File: config.mk
export PLATFORM = sky130hd
export DESIGN_NAME = subscription_match_table
export DESIGN_NICKNAME = d
export VERILOG_FILES = /design/src/rtl/core/smt_pkg.sv /design/src/rtl/core/smt_cell.sv /design/src/rtl/core/subscription_match_table.sv
export SDC_FILE = /design/constraint.sdc
export NUM_CORES = 2
export LEC_CHECK = 0
export BUFFER_PORTS_ARGS = -buffer_cell sky130_fd_sc_hd__buf_4
export CAP_MARGIN = 40
export CORE_MARGIN = 3
export CORE_UTILIZATION = 63
export CTS_CLUSTER_DIAMETER = 120
export DETAILED_ROUTE_END_ITERATION = 10
export MAX_ROUTING_LAYER = met4
export PLACE_DENSITY = 0.92
export RECOVER_POWER = 50
export SETUP_SLACK_MARGIN = 0.1
export SKIP_LAST_GASP = 1
export SLEW_MARGIN = 10
export SYNTH_ARGS = -nofsm -noshare
export SYNTH_HDL_FRONTEND = slang
export SYNTH_SLANG_ARGS = --single-unit
File: constraint.sdc
create_clock -name clk -period 73.9 [get_ports clk]
set_input_delay 3.695 -clock clk [delete_from_list [all_inputs] [get_ports clk]]
set_output_delay 3.695 -clock clk [all_outputs]
set_load 0.02 [all_outputs]
File: src/rtl/core/smt_pkg.sv
// smt_pkg: constants and types shared by the subscription match table.
// No dependencies.
package smt_pkg;
  localparam int TABLE_DEPTH = 32;
  localparam int MAX_LISTED = 16;
  localparam int IDX_W = $clog2(TABLE_DEPTH);
  localparam int CNT_W = 6;
  localparam int LST_W = $clog2(MAX_LISTED + 1);

  localparam logic [2:0] OP_SUB = 3'd0;
  localparam logic [2:0] OP_UNSUB = 3'd1;
  localparam logic [2:0] OP_UNSUB_ALL = 3'd2;
  localparam logic [2:0] OP_LIST = 3'd3;
  localparam logic [2:0] OP_IS_SUB = 3'd4;

  localparam logic [1:0] ST_OK = 2'd0;
  localparam logic [1:0] ST_KEPT = 2'd1;
  localparam logic [1:0] ST_FULL = 2'd2;
  localparam logic [1:0] ST_NONE = 2'd3;

  typedef struct packed {
    logic [15:0] conn;
    logic [31:0] key;
  } entry_t;

  // control from sequencer to every cell
  typedef struct packed {
    logic rotate;   // each cell takes its upper neighbor's word
    logic load;     // the selected cell takes the write word instead
  } cell_ctl_t;
endpackage

File: src/rtl/core/smt_cell.sv
// smt_cell: one table slot of the rotating chain.
// Depends on smt_pkg.
module smt_cell (
  input  logic               clk,
  input  smt_pkg::cell_ctl_t ctl,
  input  logic               sel,
  input  smt_pkg::entry_t    wr,
  input  smt_pkg::entry_t    prev,
  output smt_pkg::entry_t    word
);
  import smt_pkg::*;
  always_ff @(posedge clk) begin
    if (ctl.rotate) begin
      word <= (ctl.load && sel) ? wr : prev;
    end
  end
endmodule

File: src/rtl/core/subscription_match_table.sv
// subscription_match_table: top level, sequencer and chain of table cells.
// Depends on smt_pkg and smt_cell.
//
//  channel | ports                                        | handshake
//  in      | op, conn_id, type_key                        | start & !busy
//  out     | status, found, subscriber_id, entry_count,   | strobe, one cycle
//          | truncated, last                              |
//
// The table is a ring of TABLE_DEPTH cells; every op rotates it one full
// turn, examining cell 0 each cycle, then a finish state drives the final
// word and the sequencer returns to idle before the next word is accepted.
// List words leave during the scan, each one match behind. Reset clears
// only the count, the sequencer state, strobe and pend; cells above the
// count hold junk. Results cannot be stalled.
module subscription_match_table (
  input  logic        clk,
  input  logic        rst,
  input  logic        start,
  output logic        busy,
  input  logic [2:0]  op,
  input  logic [15:0] conn_id,
  input  logic [31:0] type_key,
  output logic        strobe,
  output logic [1:0]  status,
  output logic        found,
  output logic [15:0] subscriber_id,
  output logic [5:0]  entry_count,
  output logic        truncated,
  output logic        last
);
  import smt_pkg::*;

  localparam logic [1:0] S_IDLE = 2'd0;
  localparam logic [1:0] S_SCAN = 2'd1;
  localparam logic [1:0] S_DONE = 2'd2;

  logic [1:0] state;
  logic [2:0] cur_op;
  logic [15:0] cur_conn;
  logic [31:0] cur_key;
  logic [IDX_W:0] step;     // position of cell 0 word in the old table
  logic [IDX_W:0] count;    // entries before op
  logic [IDX_W:0] kept;     // entries written back so far
  logic hit;                // a match seen (first-match tracking)
  logic [LST_W-1:0] nlist;
  logic more;
  logic pend;               // a listed id waiting to be emitted
  logic [15:0] pend_id;

  entry_t cells [TABLE_DEPTH];
  entry_t head;
  entry_t wr;
  cell_ctl_t ctl;
  logic [IDX_W-1:0] wpos;

  logic live, m_pair, m_conn, m_key, drop_it, append, keep, emit;
  assign head = cells[0];
  assign live = (step < count);
  assign m_pair = live && head.conn == cur_conn && head.key == cur_key;
  assign m_conn = live && head.conn == cur_conn;
  assign m_key = live && head.key == cur_key;
  always_comb begin
    case (cur_op)
      OP_UNSUB: drop_it = m_pair && !hit;
      OP_UNSUB_ALL: drop_it = m_conn;
      default: drop_it = 1'b0;
    endcase
  end

  assign append = (cur_op == OP_SUB) && !hit && (count < (IDX_W+1)'(TABLE_DEPTH))
                  && (step == count);
  assign keep = (live && !drop_it) || append;
  always_comb begin
    wr = head;
    if (append) begin
      wr.conn = cur_conn;
      wr.key = cur_key;
    end
  end

  // Every cell shifts down each scan cycle. A kept word is written at
  // TABLE_DEPTH-1 minus the words not kept so far, so after the full turn
  // the kept words sit at cells 0..kept-1 in their old order.
  assign wpos = IDX_W'(TABLE_DEPTH - 1) - IDX_W'(step - kept);
  assign ctl.rotate = (state == S_SCAN);
  assign ctl.load = keep;

  assign emit = (state == S_SCAN) && (cur_op == OP_LIST) && m_key
                && (nlist != LST_W'(MAX_LISTED)) && pend;

  genvar g;
  generate
    for (g = 0; g < TABLE_DEPTH; g++) begin : g_cell
      entry_t nb;
      logic wsel;
      if (g == TABLE_DEPTH - 1) begin : g_tail
        assign nb = head;
      end else begin : g_mid
        assign nb = cells[g+1];
      end
      assign wsel = (wpos == IDX_W'(g));
      smt_cell u_cell (.clk(clk), .ctl(ctl), .sel(wsel), .wr(wr), .prev(nb),
                       .word(cells[g]));
    end
  endgenerate

  always_ff @(posedge clk) begin
    if (rst) begin
      state <= S_IDLE;
      count <= '0;
      strobe <= 1'b0;
      pend <= 1'b0;
    end else begin
      case (state)
        S_IDLE: begin
          strobe <= 1'b0;
          if (start) begin
            state <= S_SCAN;
            cur_op <= op;
            cur_conn <= conn_id;
            cur_key <= type_key;
            step <= '0;
            hit <= 1'b0;
            kept <= '0;
            nlist <= '0;
            more <= 1'b0;
            pend <= 1'b0;
          end
        end
        S_SCAN: begin
          step <= step + 1'b1;
          strobe <= emit;
          if (m_pair) hit <= 1'b1;
          if (keep) kept <= kept + 1'b1;
          if (cur_op == OP_LIST && m_key) begin
            if (nlist == LST_W'(MAX_LISTED)) begin
              more <= 1'b1;
            end else begin
              if (pend) begin
                status <= ST_OK;
                found <= 1'b1;
                subscriber_id <= pend_id;
                entry_count <= CNT_W'(count);
                truncated <= 1'b0;
                last <= 1'b0;
              end
              pend <= 1'b1;
              pend_id <= head.conn;
              nlist <= nlist + 1'b1;
            end
          end
          if (step == (IDX_W+1)'(TABLE_DEPTH - 1)) begin
            state <= S_DONE;
          end
        end
        default: begin
          state <= S_IDLE;
          count <= kept;
          strobe <= 1'b1;
          found <= (cur_op == OP_LIST) ? pend : ((cur_op == OP_IS_SUB) ? hit : 1'b0);
          subscriber_id <= (cur_op == OP_LIST && pend) ? pend_id : '0;
          truncated <= (cur_op == OP_LIST) && pend && more;
          last <= 1'b1;
          entry_count <= CNT_W'(kept);
          case (cur_op)
            OP_SUB: status <= hit ? ST_KEPT :
                              ((count == (IDX_W+1)'(TABLE_DEPTH)) ? ST_FULL : ST_OK);
            OP_UNSUB, OP_UNSUB_ALL: status <= (kept != count) ? ST_OK : ST_NONE;
            OP_LIST: status <= pend ? ST_OK : ST_NONE;
            default: status <= ST_OK;
          endcase
        end
      endcase
    end
  end
  assign busy = (state != S_IDLE);
endmodule

# Word-level counts from Yosys, hierarchy flattened

Index checks and enable logic that the tools add are counted.

$add $sub $neg: 5
Order comparisons: 2
Equal/unequal tests: 52
Muxes and demuxes: 84
Bitwise gates (word level): 3
Reduce and logical (&&, ||, !) cells: 67

Operator list:

| kind                | number |
|---|---|
| $mux 48             | 33 |
| $eq 5x5->1 const B  | 17 |
| $mux 16             | 4 |
| $logic_and 1x1->1   | 47 |
| $eq 5x4->1 const B  | 8 |
| $pmux 6 s2          | 3 |
| $eq 32x32->1        | 1 |
| $pmux 16 s2         | 1 |
| $mux 6              | 5 |
| $eq 5x3->1 const B  | 4 |
| $mux 2              | 9 |
| $eq 16x16->1        | 1 |
| $pmux 1 s2          | 8 |
| $reduce_and 4->1    | 4 |
| $mux 5              | 3 |
| $reduce_and 5->1    | 3 |
| $mux 1              | 14 |
| $add 6x1->6 const B | 2 |
| $eq 5x2->1 const B  | 2 |
| $pmux 5 s2          | 1 |
| $ne 2x1->1 const B  | 4 |
| $ne 2x2->1 const B  | 4 |
| $pmux 2 s2          | 2 |
| $eq 3x2->1 const B  | 2 |
| other kinds (25)    | 31 |

Register bits: 1659
Output and inout bits: 29
Word-level logic and storage cells: 296

# Depth between registers and ports, before layout

Word-level depth: 10
Gate-level depth with buffers: 12

# Hierarchy

Synthesis repeated with hierarchy kept, for this count alone.

Cells, all modules: 3746
Area, all modules: 73464.2 um2

Modules (own cells, without submodules):

| module                   | times used | cells each | area an instance (um2) | seq. area each (um2) |
|---|---|---|---|---|
| smt_cell                 | 32         | 102        | 2104.5                 | 1441.4 |
| subscription_match_table | 1          | 482        | 6119.6                 | 3593.4 |

# Worst setup path before layout

Ideal clock, no wire load.

Path kind: reg-to-reg
Start point: register state[1]
End point: register nlist[0], enable pin
Library setup time: 3224 ps
Arrival: 48521 ps
Data required time: 70676 ps
Setup slack: 22155 ps
Cell stages (with the launch flop): 7
Path buffers: 2
Path through: dfxtp_1 clkbuf_1 inv_1 nand2_1 inv_1 clkbuf_1 a21oi_1

RTL lines:

| element                | RTL line                        | source |
|---|---|---|
| from (decl)            | subscription_match_table.sv:37  | `logic [1:0] state;` |
| from (signal assigned) | subscription_match_table.sv:109 | `state <= S_IDLE;` |
| from (signal assigned) | subscription_match_table.sv:118 | `state <= S_SCAN;` |
| from (signal assigned) | subscription_match_table.sv:153 | `state <= S_DONE;` |
| to (signal assigned)   | subscription_match_table.sv:149 | `nlist <= nlist + 1'b1;` |
| to (decl)              | subscription_match_table.sv:45  | `logic [LST_W-1:0] nlist;` |

# Worst setup path in the final report

Start point: register state[1]
End point: register g_cell[0].u_cell.word[34] (netlist name), enable pin

Longest elaborated chain between the ends: 1

Ends and longest elaborated chain:

| element              | RTL line                       | source |
|---|---|---|
| $eq 2x1->1           | subscription_match_table.sv:85 | `assign ctl.rotate = (state == S_SCAN);` |
| to (signal assigned) | smt_cell.sv:14                 | `word <= (ctl.load && sel) ? wr : prev;` |
| to (decl)            | smt_cell.sv:9                  | `output smt_pkg::entry_t word` |

Every way passes these cells.
A chain may end at the register's enable or synchronous reset.

==> implementation parameters <==
Parameter                              Value

Status
  Result of the run ... finished, violations left
  Violations in the final reports ... max-capacitance violations, max-slew violations

Global route
  Total congestion overflow ... 0
  Pin count of the biggest net entering global routing ... ~220
  Met3 track demand over resource ... under 10%
  Via count of the first global-routing pass ... ~37000
  Global routing usage summed across all routing layers ... ~28%
  Met2 layer usage reported by global route ... 43.7%
  Antenna violations before repair ... 0
  Most Used Layer, Global Route ... met2
  Met1 capacity usage during global routing ... between 30 and 40%
  Wire length of the first global-routing pass ... around 240000 um

Synth
  Number of warning messages in the yosys log ... 0
  Synthesized-area fraction occupied by ao, oa, aoi and oai cells ... less than 1%
  Basic-gate share of the synthesized area counting and, or, nand and nor cells ... between 1 and 1.5%
  Xor and xnor fraction of the mapped netlist area ... less than 1%
  Most common flop cell mapped by yosys ... edfxtp_1
  Cell accounting for the most synthesized area ... edfxtp_1
  Post-synthesis mux area share ... about a quarter
  Area share of the leading cell type in the synthesized netlist ... ~68%
  Largest cells by area after synthesis ... edfxtp_1, mux2_2, mux2_4
  Share of the yosys chip area belonging to registers ... 68.4%
  Post-synth net total ... about 4000
  Area of the mapped netlist ... 72700 um^2
  Share of async-settable or async-resettable flops after synthesis ... 0%
  Cell count after synthesis ... 3910
  Main combinational cell family by area after synthesis ... multiplexers
  Count of state elements after synthesis ... around 1700
  Number of synthesized flops with an enable pin ... between 1500 and 2000
  Average cell area after synthesis ... about 19 um^2
  Unique cell type count in the Yosys netlist ... 50
  Post-synthesis adder-cell area fraction ... less than 1%

Worst setup path
  Required time at the worst-slack endpoint ... 74.31 ns
  Worst path slowest cell ... clkbuf_1
  CP Data Arrival Time ... between 15 and 20 ns
  CP most frequent cell ... clkbuf_1
  Crit path max fanout ... between 150 and 200
  Crit-path cells ... inv_1 > nand2_1 > clkinvlp_2 > clkbuf_1 > clkbuf_1 > clkbuf_1 > buf_12 > buf_4 > buf_16
  Worst Path Class, Setup ... reg -> reg
  Worst Setup End Kind ... flop
  Critical Path Max Stage Delay ... 7.17 ns
  Startpoint Class ... flop

Timing
  Share of the clock period used by the worst path ... ~22%
  Setup slack of the critical path after layout ... 57.37 ns
  Summed negative setup slack over all endpoints ... 0 ns
  # setup viols final ... 0
  Rel. slew slack ... -635%
  Maximum clock skew at final layout ... around 0.038 ns
  RSZ-0062 raised after global routing ... no
  Final Slew Violations ... approximately 1300
  Clock period minus final worst setup slack ... around 17 ns
  Achievable clock frequency ... 60.5 MHz
  Worst hold margin ... 0.507 ns
  Final hold viol count ... 0
  Worst Tran Pin Value ... 11.03 ns

CTS
  Root buffer cell ... clkbuf_16
  Post-CTS Setup Repair Bufs ... 0
  TritonCTS clock tree ... yes
  CTS HTree Levels ... 4
  Number of buffers inserted for hold repair after clock tree synthesis ... 0
  Worst-skew pair later-pin latency ... 0.78 ns
  Total clock sinks ... about 1700
  Clock slew at reported path FFs ... approximately 0.06 ns
  Clock buffers created by TritonCTS ... between 150 and 200
  Post-cts resize count ... 0
  Clock tree buffer depth ... 3

Power
  Gate power share ... roughly 9.2%
  Sequential share of power ... approximately 54%
  Net load switching power ... 0.504 mW
  Proportion of total power due to net switching ... a little under a quarter
  Worst vdd rail ir drop ... ~0.025 mV
  Standby leakage power ... around 27 nW
  Total power consumption of the routed design ... between 2 and 2.5 mW
  Share of total power in the clock network ... 36.7%
  Power density of the placed cells ... around 28 nW/um^2
  Int Power ... approximately 1.7 mW

Place
  Final HPWL from detailed placement ... around 84000 um
  Post-Place Worst Slack ... around 68 ns
  Number of buffers inserted by port buffering ... 82
  Weighted congestion reported at the end of routability-driven placement ... between 0.8 and 0.9
  Placed Cells incl. Taps ... between 5000 and 6000

Final layout
  Relative area change from synthesis to final layout ... 8.46%
  Ant diodes ... 0
  Proportion of layout cells with a drive suffix above 1 ... between 40% and 50%
  Number of standard cells in the final layout excluding fillers ... ~5500
  Net count of the finished layout ... between 3000 and 4000

Min path
  HP Class ... reg -> reg

Route
  DR vias ... about 37000
  Total length of routed wires ... about 170000 um
  Count of unresolved DRC violations after routing ... 0
  Residual antenna-violating net count after detailed routing ... 0
  Routed WL per cell ... approximately 30 um
  Post-DR vias/cell ... 6.66
  Initial detailed-routing violation count ... between 4000 and 5000
  DR pass1 iterations ... 5

Die
  DIE AREA ... between 100000 and 150000 um^2
  Floorplan die height ... about 350 um
  Number of rows created at floorplan ... 123
  I/O pin count ... 83
  Effective utilization at floorplan ... between 60% and 70%
  Die X-Extent ... about 350 um
  Placeable core region ... around 110000 um^2

Run
  Max cap viols ... 25
==> metal layers <==
layer	vias up	wire [um]
met2	2271	80300
li1	15200	-
met1	18900	61300
met5	-	0
met4	0	7770
met3	507	16900
==> power by group through the flow <==
stage | sequential, mW | combinational, mW | clock (mW)
6_report | 1.20 | 0.204 | 0.813
5_1_grt | 1.20 | 0.217 | 0.850
4_1_cts | 1.18 | 0.209 | 0.817
3_5_place_dp | 1.20 | 0.203 | 0
3_3_place_gp | 1.19 | 0.189 | 0
2_1_floorplan | 1.36 | 0.153 | 0
==> cells in the final DEF (no fill, tap or decap), types with 5 or more instances in the layout <==
master and instances:
a2111oi_0 15, a21oi_1 8, and2_0 11, and2_1 8
buf_16 9, buf_4 69, bufinv_16 16, clkbuf_1 92
clkbuf_16 163, clkbuf_4 23, clkinv_1 34, clkinv_2 21
clkinvlp_4 5, dfxtp_1 10, edfxtp_1 1649, ha_1 14
inv_1 20, mux2_1 108, mux2_2 1311, mux2_4 165
mux2i_1 6, nand2_1 20, nand3_1 14, nand3_4 10
nand4_1 12, nor2_1 31, nor3_1 20, nor4_1 7
o2111ai_1 17, o21ai_0 12, or4_1 5, xnor2_1 46
xor2_1 24
==> synthesized netlist by cell type (all sizes together) (2+ instances only) <==
| cell type | instances |
|---|---|
| and2 | 19 |
| nand3b | 2 |
| nand2 | 20 |
| nor3 | 20 |
| o21ai | 13 |
| mux2 | 1584 |
| o21a | 2 |
| nor4 | 8 |
| xor2 | 24 |
| a2111oi | 15 |
| o2111ai | 17 |
| or4 | 6 |
| nand4 | 12 |
| clkbuf | 166 |
| buf | 162 |
| a211oi | 3 |
| dfxtp | 10 |
| mux2i | 6 |
| nand3 | 24 |
| ha | 14 |
| nor2b | 4 |
| nand2b | 4 |
| nor2 | 32 |
| nor3b | 2 |
| o22ai | 4 |
| edfxtp | 1649 |
| a21oi | 8 |
| or3 | 2 |
| inv | 21 |
| xnor2 | 46 |
| a21o | 4 |
==> cell families (layout without fill, tap and decap cells) <==
family,after synthesis,after routing
AOI/OAI and AO/OA,69,69
xor gates and xnor gates,70,70
adders and majority gates,15,15
buffers and inverters,349,470
DFF,1659,1659
muxes,1590,1590
and+or+nand+nor,158,158
==> state kept, by name (all words and copies together), names as in the netlist, 2 cells and up <==
| name | cells |
|---|---|
| status | 2 |
| entry_count | 6 |
| subscriber_id | 16 |
| cur_conn | 16 |
| cur_key | 32 |
| count | 6 |
| pend_id | 16 |
| nlist | 5 |
| kept | 6 |
| g_cell.u_cell.word | 1536 |
| step | 6 |
| state | 2 |
| cur_op | 3 |
==> worst max-delay path: cells and delay by family (launching register included) <==
kind / cells / cell delay [ns]
flip-flops: 1 / 0.45
buffers and inverters: 8 / 15.21
AND/OR/NAND/NOR: 1 / 0.11
==> stage by stage <==
| stage | util [%] | instance area (um^2) |
|---|---|---|
| floorplan | - | 72700 |
| global placement | 65.2 | 74000 |
| detailed placement | 65.7 | 74500 |
| CTS | 70.1 | 79500 |
| global route | 69.5 | 78800 |
| finish | 69.5 | 78800 |
==> path summary, 6_finish.rpt <==
check	depth (start not counted)	slack (ns)	from	endpoint
max	9	57.37	state[1]	g_cell[0].u_cell.word[34]
min	1	0.51	pend_id[10]	subscriber_id[10]
max reg2reg	9	57.37	state[1]	g_cell[0].u_cell.word[34]
min reg2reg	1	0.51	pend_id[10]	subscriber_id[10]
==> area by class of cell <==
class | instances | area [um^2]
clock buffer | 188 | 4170
inverter | 21 | 80.1
multi-input combinational | 1902 | 20800
clock inverter | 87 | 873
tap | 1500 | 1880
sequential | 1659 | 49700
fill | 6204 | 34600
timing repair buffer | 174 | 1290
Note: power is estimated with default switching activity, not from simulation.
